**src/sv/c3vs_pkg.sv**
```systemverilog
`default_nettype none
// ----------------------------------------------------------------------------
// c3vs_pkg
// Shared types and constants of the 3x3 valid-mode convolution stream unit.
// ----------------------------------------------------------------------------
package c3vs_pkg;

	localparam int MAX_WIDTH  = 1024;
	localparam int COL_W      = $clog2(MAX_WIDTH);
	localparam int KSIZE      = 3;
	localparam int PIX_W      = 16;
	localparam int WIDTH_W    = 11;
	localparam int HEIGHT_W   = 16;
	localparam int KROW_W     = 48;
	localparam int PROD_W     = 2 * PIX_W;
	localparam int CSUM_W     = PROD_W + 2;
	localparam int SUM_W      = 35;
	localparam int MIN_DIM    = 3;
	localparam int FIFO_DEPTH = 8;
	localparam int FIFO_AW    = $clog2(FIFO_DEPTH);
	localparam int CFG_IDX_W  = 3;
	localparam int CFG_DATA_W = 48;

	localparam logic [WIDTH_W-1:0]  WIDTH_RESET  = WIDTH_W'(4);
	localparam logic [HEIGHT_W-1:0] HEIGHT_RESET = HEIGHT_W'(4);
	localparam logic [KROW_W-1:0]   KROW_RESET   = 48'hFFFF_0000_FFFF;

	typedef enum logic [CFG_IDX_W-1:0] {
		CFG_IMAGE_WIDTH    = 3'd0,
		CFG_IMAGE_HEIGHT   = 3'd1,
		CFG_KERNEL_ROW_TOP = 3'd2,
		CFG_KERNEL_ROW_MID = 3'd3,
		CFG_KERNEL_ROW_BOT = 3'd4
	} cfg_index_t;

	typedef logic signed [PIX_W-1:0] pix_t;
	typedef logic [KSIZE-1:0][PIX_W-1:0] pix_col_t;

	typedef struct packed {
		logic valid;
		logic emit;
		logic last;
	} tag_t;

	typedef struct packed {
		logic signed [SUM_W-1:0] conv_sum;
		logic                    frame_last;
	} result_t;

endpackage
`default_nettype wire

```
**src/sv/c3vs_out_fifo.sv**
```systemverilog
`default_nettype none
// ----------------------------------------------------------------------------
// c3vs_out_fifo
// Small queue of finished result words in front of the output channel.
// ----------------------------------------------------------------------------
module c3vs_out_fifo (
	input  wire logic              clk,
	input  wire logic              arst_n,
	input  wire logic              push,
	input  wire c3vs_pkg::result_t push_data,
	input  wire logic              pop,
	output logic                   valid,
	output c3vs_pkg::result_t      data
);
	import c3vs_pkg::*;

	result_t              mem_q [FIFO_DEPTH];
	logic [FIFO_AW-1:0]   wr_ptr_q;
	logic [FIFO_AW-1:0]   rd_ptr_q;
	logic [FIFO_AW:0]     count_q;
	logic                 do_pop;

	assign valid  = (count_q != '0);
	assign do_pop = pop && valid;
	assign data   = mem_q[rd_ptr_q];

	always_ff @(posedge clk) begin
		if (push) begin
			mem_q[wr_ptr_q] <= push_data;
		end
	end

	always_ff @(posedge clk or negedge arst_n) begin
		if (!arst_n) begin
			wr_ptr_q <= '0;
			rd_ptr_q <= '0;
			count_q  <= '0;
		end else begin
			if (push) begin
				wr_ptr_q <= wr_ptr_q + 1'b1;
			end
			if (do_pop) begin
				rd_ptr_q <= rd_ptr_q + 1'b1;
			end
			count_q <= count_q + (FIFO_AW+1)'(push) - (FIFO_AW+1)'(do_pop);
		end
	end

endmodule
`default_nettype wire

```
**config.mk**
```make
export PLATFORM = sky130hd
export DESIGN_NAME = c3vs_out_fifo
export DESIGN_NICKNAME = d
export VERILOG_FILES = /design/src/sv/c3vs_pkg.sv /design/src/sv/c3vs_out_fifo.sv
export SDC_FILE = /design/constraint.sdc
export NUM_CORES = 1
export LEC_CHECK = 0
export ABC_AREA = 1
export BUFFER_PORTS_ARGS = -buffer_cell sky130_fd_sc_hd__buf_2
export CAP_MARGIN = 15
export CORE_MARGIN = 2
export CORE_UTILIZATION = 34
export CTS_BUF_LIST = sky130_fd_sc_hd__clkbuf_4 sky130_fd_sc_hd__clkbuf_8
export DETAILED_ROUTE_END_ITERATION = 8
export GPL_ROUTABILITY_DRIVEN = 0
export PLACE_DENSITY_LB_ADDON = 0.25
export SLEW_MARGIN = 20
export SYNTH_ARGS = -nofsm -noshare
export SYNTH_HDL_FRONTEND = slang
export SYNTH_SLANG_ARGS = --single-unit
export TNS_END_PERCENT = 20
```
**constraint.sdc**
```tcl
create_clock -name clk -period 6.3 [get_ports clk]
set_clock_uncertainty 0.05 [all_clocks]
set_input_delay 0 -clock clk [delete_from_list [all_inputs] [get_ports clk]]
set_output_delay 0 -clock clk [all_outputs]
set_load 0.1 [all_outputs]
```
==> impl_metrics.env <==
export IMPL_fp_row_count=71
export IMPL_cts_hold_buf=40
export IMPL_synth_top_cell_area_share_pct=66.2
export IMPL_avgSynthCellArea_um2=9.98
export IMPL_cts_buffers=51
export IMPL_worst_pin_slew_ns=0.992
export IMPL_drc_errors=0
export IMPL_hpwl_um=15900
export IMPL_synth_cells=1309
export IMPL_clockBufferDepth=3
export IMPL_clk_pin_slew_worst_paths_ns=0.06
export IMPL_slew_violations=0
export IMPL_synth_area_leaders="edfxtp_1, nand2_1, inv_1, nand3_1, dfrtp_1"
export IMPL_finalNetCount=1486
export IMPL_finalSetupTns_ns=0
export IMPL_synth_cell_area_um2=13100
export IMPL_crit_end="data[0]"
export IMPL_outcome="finished, final reports clean"
export IMPL_final_cell_mix="nand2_1, inv_1, edfxtp_1"
export IMPL_io_buffers=76
export IMPL_start_kind="flop"
export IMPL_r2r_end="rd_ptr_q[1]"
export IMPL_final_common_cell="nand2_1"
export IMPL_yosys_area_top_type="edfxtp_1"
export IMPL_cts_root_buf="clkbuf_8"
export IMPL_drive_gt1_share_pct=11.8
export IMPL_crit_type="flop to output port"
export IMPL_fmax_mhz=267
export IMPL_drv_cap=0
export IMPL_cts_resized_gates=0
export IMPL_cp_arrival_ns=3.69
export IMPL_viasPerCell=4.33
export IMPL_h_tree_depth=2
export IMPL_area_delta_synth_final_pct=17.1
export IMPL_r2r_start="rd_ptr_q[0]"
export IMPL_core_area_um2=37800
export IMPL_post_drt_wl_per_cell_um=15.2
export IMPL_dieArea_um2=40000
export IMPL_cts_sinks=298
export IMPL_post_route_period_util_pct=59.4
export IMPL_critPathLaunch="rd_ptr_q[0]"
export IMPL_grt_pass1_vias=8334
export IMPL_cts_tree="built"
export IMPL_required_ns=6.25
export IMPL_antenna_found_initial=1
export IMPL_grt_pass1_wl_um=46900
export IMPL_drt_initial_drc_count=552
export IMPL_hold_class="primary input to flop"
export IMPL_die_w_um=200
export IMPL_rsz0062_at_grt="false"
export IMPL_synth_warnings=0
export IMPL_max_slew_margin_pct=33.8
export IMPL_critical_path_max_fanout=76
export IMPL_r2r_slack_ns=3.79
export IMPL_antenna_cells=0
export IMPL_cts_setup_buffers=0
export IMPL_drt_pass1_iterations=5
export IMPL_grt_overflow=0
export IMPL_worstRegToRegCells=4
export IMPL_ant_nets=0
export IMPL_worstSetupEndpointType="output port"
export IMPL_ys_ff_latch=298
export IMPL_final_hold_violation_count=0
export IMPL_die_y_um=200
export IMPL_synth_nets=1357
export IMPL_wl_um=30200
export IMPL_routed_via_count=8610
export IMPL_yosysUniqueCellTypes=21
export IMPL_setup_violations=0
export IMPL_grt_usage_pct=15.5
export IMPL_ys_seq_area_share_pct=68.1
export IMPL_initial_core_util_pct=34.6
export IMPL_clock_latency_ns=0.60
export IMPL_io_pins=77
export IMPL_grt_max_degree=84
export IMPL_min_period_ns=3.74
## metal layers
layer / vias to the layer above / track usage (%) / part of all wire (%)
met1: 4047 / 21.0 / 47
li1: 4323 / - / -
met2: 172 / 25.2 / 45
met4: 2 / 5.32 / 2.5
met3: 66 / 2.81 / 4.9
met5: - / 0 / 0.036
## how the worst min path moves through the flow
| stage | to | cells after the start | slack (ns) | start |
|---|---|---|---|---|
| 6_report | mem_q[2][33] | 2 | 0.16 | push_data[33] |
| 5_1_grt | mem_q[7][33] | 2 | 0.16 | push_data[33] |
| 4_1_cts | mem_q[7][33] | 2 | 0.13 | push_data[33] |
| 3_5_place_dp | count_q[3] | 1 | -0.17 | arst_n |
| 3_3_place_gp | count_q[3] | 1 | -0.17 | arst_n |
| 2_1_floorplan | count_q[0] | 0 | -0.35 | arst_n |
## cells in the mapped netlist
cell type,n
a21oi_1,1
buf_1,5
buf_2,33
buf_4,7
buf_6,1
clkbuf_1,7
clkinv_1,1
dfrtp_1,10
edfxtp_1,288
fa_1,1
ha_1,7
inv_1,302
inv_2,1
inv_4,1
nand2_1,481
nand3_1,146
nor2_1,8
o21ai_0,3
or2_2,1
xnor2_1,2
xor2_1,3
## stage by stage
step           util (%)  setup WS, ns  cell area, um^2  hold slack (ns)  std cells
4_1_cts            40.5          2.27            15300            0.130       1988
3_3_place_gp       37.0          2.93            14000           -0.169       1856
5_1_grt            40.5          2.26            15300            0.160       1988
2_1_floorplan         -          3.30            13100           -0.346       1309
3_5_place_dp       37.0          2.93            14000           -0.173       1856
6_report           40.5          2.56            15300            0.161       1988
## flip-flops by register name, indices dropped and copies added (netlist names)
name	flops
mem_q	288
count_q	4
rd_ptr_q	3
wr_ptr_q	3
## layout make-up
| cell class | count | area, um^2 |
|---|---|---|
| Clock buffer | 66 | 815 |
| Fill cell | 3668 | 22500 |
| Timing Repair Buffer | 129 | 878 |
| Multi-Input combinational cell | 653 | 2800 |
| Clock inverter | 26 | 108 |
| Sequential cell | 298 | 8910 |
| Inverter | 305 | 1150 |
| Tap cell | 511 | 639 |
## worst max-delay path, cell delays in order, from the launching register on
cell and delay [ns]:
dfrtp_4 0.75, inv_4 0.70, buf_4 0.80, nand2_1 0.10
nand3_1 0.11, nand2_1 0.06, nand2_1 0.05, nand2_1 0.13
buf_2 0.33
## logic make-up after synthesis
group	Yosys count	share of synthesized area (%)
fa+ha+maj	8	0.824
xor+xnor	5	0.335
flops	298	68.1
buf+inv	358	10.9
compound gates	4	0.153
simple gates	636	19.7
Power is left out: the tool's default activity adds up to more than one toggle a clock period on the data nets, which glitch-free logic cannot reach.
