$ cat config.mk
export PLATFORM = sky130hd
export DESIGN_NAME = c3vs_cell
export DESIGN_NICKNAME = d
export VERILOG_FILES = /design/src/sv/c3vs_pkg.sv /design/src/sv/c3vs_cell.sv
export SDC_FILE = /design/constraint.sdc
export NUM_CORES = 2
export LEC_CHECK = 0
export BUFFER_PORTS_ARGS = -buffer_cell sky130_fd_sc_hd__buf_2
export CAP_MARGIN = 10
export CORE_MARGIN = 2
export CORE_UTILIZATION = 40
export DETAILED_ROUTE_END_ITERATION = 8
export HOLD_SLACK_MARGIN = 0.08
export PLACE_DENSITY = 0.64
export SYNTH_ARGS = -nofsm -noshare
export SYNTH_HDL_FRONTEND = slang
export SYNTH_SLANG_ARGS = --single-unit
$ cat constraint.sdc
create_clock -name clk -period 7 [get_ports clk]
set_input_delay 1.05 -clock clk [delete_from_list [all_inputs] [get_ports clk]]
set_output_delay 1.05 -clock clk [all_outputs]
set_load 0.03 [all_outputs]
$ cat src/sv/c3vs_pkg.sv
`default_nettype none
// ----------------------------------------------------------------------------
// c3vs_pkg
// Shared types and constants of the 3x3 valid-mode convolution stream unit.
// ----------------------------------------------------------------------------
package c3vs_pkg;

	localparam int MAX_WIDTH  = 1024;
	localparam int COL_W      = $clog2(MAX_WIDTH);
	localparam int KSIZE      = 3;
	localparam int PIX_W      = 16;
	localparam int WIDTH_W    = 11;
	localparam int HEIGHT_W   = 16;
	localparam int KROW_W     = 48;
	localparam int PROD_W     = 2 * PIX_W;
	localparam int CSUM_W     = PROD_W + 2;
	localparam int SUM_W      = 35;
	localparam int MIN_DIM    = 3;
	localparam int FIFO_DEPTH = 8;
	localparam int FIFO_AW    = $clog2(FIFO_DEPTH);
	localparam int CFG_IDX_W  = 3;
	localparam int CFG_DATA_W = 48;

	localparam logic [WIDTH_W-1:0]  WIDTH_RESET  = WIDTH_W'(4);
	localparam logic [HEIGHT_W-1:0] HEIGHT_RESET = HEIGHT_W'(4);
	localparam logic [KROW_W-1:0]   KROW_RESET   = 48'hFFFF_0000_FFFF;

	typedef enum logic [CFG_IDX_W-1:0] {
		CFG_IMAGE_WIDTH    = 3'd0,
		CFG_IMAGE_HEIGHT   = 3'd1,
		CFG_KERNEL_ROW_TOP = 3'd2,
		CFG_KERNEL_ROW_MID = 3'd3,
		CFG_KERNEL_ROW_BOT = 3'd4
	} cfg_index_t;

	typedef logic signed [PIX_W-1:0] pix_t;
	typedef logic [KSIZE-1:0][PIX_W-1:0] pix_col_t;

	typedef struct packed {
		logic valid;
		logic emit;
		logic last;
	} tag_t;

	typedef struct packed {
		logic signed [SUM_W-1:0] conv_sum;
		logic                    frame_last;
	} result_t;

endpackage
`default_nettype wire

$ cat src/sv/c3vs_cell.sv
`default_nettype none
// ----------------------------------------------------------------------------
// c3vs_cell
// One window column: holds three pixels, passes them to its left neighbor on
// every shift and forms the registered weighted sum of its column.
// ----------------------------------------------------------------------------
module c3vs_cell (
	input  wire logic                clk,
	input  wire logic                arst_n,
	input  wire logic                shift,
	input  wire c3vs_pkg::pix_col_t  col_in,
	input  wire c3vs_pkg::pix_col_t  coef,
	output c3vs_pkg::pix_col_t       col_out,
	output logic signed [c3vs_pkg::CSUM_W-1:0] col_sum_s4
);
	import c3vs_pkg::*;

	pix_col_t                 col_q;
	logic signed [PROD_W-1:0] prod_s3 [KSIZE];

	always_ff @(posedge clk or negedge arst_n) begin
		if (!arst_n) begin
			col_q <= '0;
		end else if (shift) begin
			col_q <= col_in;
		end
	end

	always_ff @(posedge clk) begin
		for (int i = 0; i < KSIZE; i++) begin
			prod_s3[i] <= $signed(col_q[i]) * $signed(coef[i]);
		end
		col_sum_s4 <= CSUM_W'(prod_s3[0]) + CSUM_W'(prod_s3[1]) + CSUM_W'(prod_s3[2]);
	end

	assign col_out = col_q;

endmodule
`default_nettype wire

==> flow_summary.json <==
{
  "ff2ff_setup_slack_ns": 0.50,
  "grt_overflow": 0,
  "vias_per_cell": 4.92,
  "cap_violations": 0,
  "drc": 0,
  "drive_gt1_share_pct": 8.42,
  "setup_viol": 0,
  "crit-reg2reg-launch": "col_out[6]$_DFFE_PN0P_",
  "grt_max_degree": 49,
  "cts_root_buf": "clkbuf_16",
  "die_area_um2": 92600,
  "cts.sinks": 178,
  "numCtsBuffers": 17,
  "yosysSeqAreaShare_pct": 10.5,
  "ant_nets": 0,
  "startpoint_type": "flop",
  "tns_ns": 0,
  "slew_violations": 0,
  "synth_area_leaders": "fa_1, ha_1, inv_1, dfxtp_1, and2_1",
  "clkLatencyLatePin_ns": 0.51,
  "finalClockSkew_ns": 0.0191,
  "crit_family": "adder cells",
  "post_cts_resized": 0,
  "endpoint_kind": "flop",
  "cp_slowest_cell": "dfrtp_1",
  "crit_arrival_ns": 6.90,
  "cts_tree": "yes",
  "hold_path_class": "flop to flop",
  "fmax_mhz": 154,
  "reg2reg_to": "prod_s3[0][22]$_DFF_P_",
  "crit_chain": "nand2_1 > fa_1 > inv_1 > fa_1 > inv_1 > fa_1 > inv_1 > fa_1 > fa_1 > inv_1 > fa_1 > inv_1 > ha_1 > nand2_1 > nor3_1 > nand4_1 > a31oi_1 > o21ai_1 > a21boi_0 > mux2i_1 > nand2_1",
  "rsz0062_at_grt": "false",
  "wl_per_cell_um": 16.7,
  "vias": 24900,
  "htree_levels": 4,
  "hpwl_mm": 70.6,
  "cts_setup_buffers": 0,
  "path_buf_inv": 5,
  "die-width_um": 304,
  "slowest_delay_ns": 0.88,
  "yosys.area.top_type": "fa_1",
  "cp_max_fo": 18,
  "ys_warn_count": 0,
  "min_to": "col_sum_s4[0]$_DFF_P_",
  "antenna_found_initial": 7,
  "ys_types": 66,
  "io_buffers": 180,
  "slew_headroom_pct": 38.2,
  "gp_congestion": 0.855,
  "grt_pass1_vias": 27300,
  "initial_core_util_pct": 40.2,
  "async_flop_share_pct": 27.0,
  "wirelength_mm": 84.3,
  "period_minus_slack_ns": 6.50,
  "core_area_um2": 89700,
  "path_clk_slew_ns": 0.09,
  "synth_flop_cell": "dfxtp_1",
  "firstDrtPassIters": 5,
  "std_cell_rows": 110,
  "synth_area_um2": 36100,
  "die_h_um": 304,
  "grt_pass1_wl_mm": 142,
  "ioPinCount": 181,
  "worstHoldStart": "prod_s3[0][64]$_DFF_P_",
  "required_ns": 7.40,
  "hold_buffers": 0,
  "syn_inst": 3730,
  "crit_path_frequent_cell": "fa_1",
  "clock_path_buffers": 2,
  "grt_usage_pct": 19.4,
  "finalNetCount": 5065,
  "synth_top_area_share_pct": 45.5,
  "finalHoldViolations": 0,
  "fin_crit_sh_pct": 92.8,
  "fill_cells": 8709,
  "status": "complete, no violations",
  "drt_iter0_drc": 1399,
  "area_growth_pct": 8.41,
  "r2r_cells": 21,
  "crit_type": "flop to flop",
  "syn_avg_cell_area_um2": 9.67,
  "synth_edf_count": 0,
  "worst_pin_slew_ns": 0.927,
  "synth-seq-cells": 178,
  "holdPathStages": 3,
  "synth_nets": 4926
}
sequential cells by signal, summed over array words and instances (netlist names):
register    count
col_out        48
prod_s3        96
col_sum_s4     34
synthesized netlist by cell type, drive strengths merged (46+ instances only):
| master | instances |
|---|---|
| and2 | 378 |
| nor2 | 95 |
| o21ai | 56 |
| xnor2 | 85 |
| fa | 819 |
| nand2 | 391 |
| dfrtp | 48 |
| clkbuf | 109 |
| inv | 871 |
| dfxtp | 130 |
| mux2 | 48 |
| a21o | 46 |
| a21oi | 80 |
| ha | 278 |
cell usage in the layout, fill, tap and decap left out, drive strengths merged, types with 7 or more instances in the layout:
master and n:
and2 378, nor2b 16, nand2 391, nand4 7, clkbuf 17, nand3 15, inv 876, dfrtp 48
a31oi 10, a21oi 80, nand2b 25, dfxtp 130, o21ai 56, xor2 35, ha 278, a221oi 8
nor2 95, a211oi 20, fa 819, xnor2 85, buf 231, o211ai 12, o21bai 16, nor3 28
o21a 11, a21o 46, and3 16, mux2 48
layer usage:
metal | wire length, um | global-route usage (%)
met5 | 34 | 0
met4 | 2520 | 6.27
met3 | 3660 | 2.80
met2 | 40400 | 32.1
met1 | 37700 | 26.3
kinds of logic (layout without fill, tap and decap cells):
family                     Yosys count  count (layout)  share of synthesized area [%]
adders and majority gates         1097            1097                           55.1
and+or+nand+nor                    993             993                           13.8
buffers and inverters              982            1134                           10.2
AOI/OAI and AO/OA                  306             306                           5.78
DFF                                178             178                           10.5
xor gates and xnor gates           120             120                           2.91
muxes                               54              54                           1.66
other                                0               2                              0
area by class of cell:
type	count	area, um^2	share of cell area [%]
multi-input cells	2570	28600	73.1
flip-flops and latches	178	3800	9.73
inverters	871	3270	8.36
well taps	1176	1470	3.76
repair buffers	231	1280	3.28
clock buffers	17	425	1.09
clock inverters	15	265	0.678
diodes	2	5.00	0.0128
how the worst max path moves through the flow:
stage               slack [ns]                      to              startpoint  cells after the start
global placement          0.16  prod_s3[0][56]$_DFF_P_                coef[23]                     23
global route              0.03  prod_s3[0][31]$_DFF_P_                 coef[1]                     17
floorplan                 0.18  prod_s3[0][63]$_DFF_P_                coef[17]                     18
CTS                       0.58  prod_s3[0][22]$_DFF_P_  col_out[6]$_DFFE_PN0P_                     21
detailed placement        0.08  prod_s3[0][31]$_DFF_P_                 coef[1]                     17
finish                    0.50  prod_s3[0][22]$_DFF_P_  col_out[6]$_DFFE_PN0P_                     21
worst min-delay path, stage by stage (launching register included):
cell     delay, ns
dfxtp_1       0.30
inv_1         0.07
fa_1          0.16
inv_1         0.04
stage by stage:
stage / cell area (um^2) / std cells / setup WS (ns) / hold slack, ns / utilization (%)
floorplan: 36100 / 3730 / 0.182 / 0.549 / -
global placement: 38400 / 5026 / 0.155 / 0.623 / 42.8
detailed placement: 38400 / 5026 / 0.0841 / 0.615 / 42.8
CTS: 39100 / 5058 / 0.580 / 0.619 / 43.6
global route: 39100 / 5059 / 0.0285 / 0.636 / 43.6
finish: 39100 / 5060 / 0.504 / 0.602 / 43.6
Power is left out: the tool's default activity adds up to more than one toggle a clock period on the data nets, which glitch-free logic cannot reach.
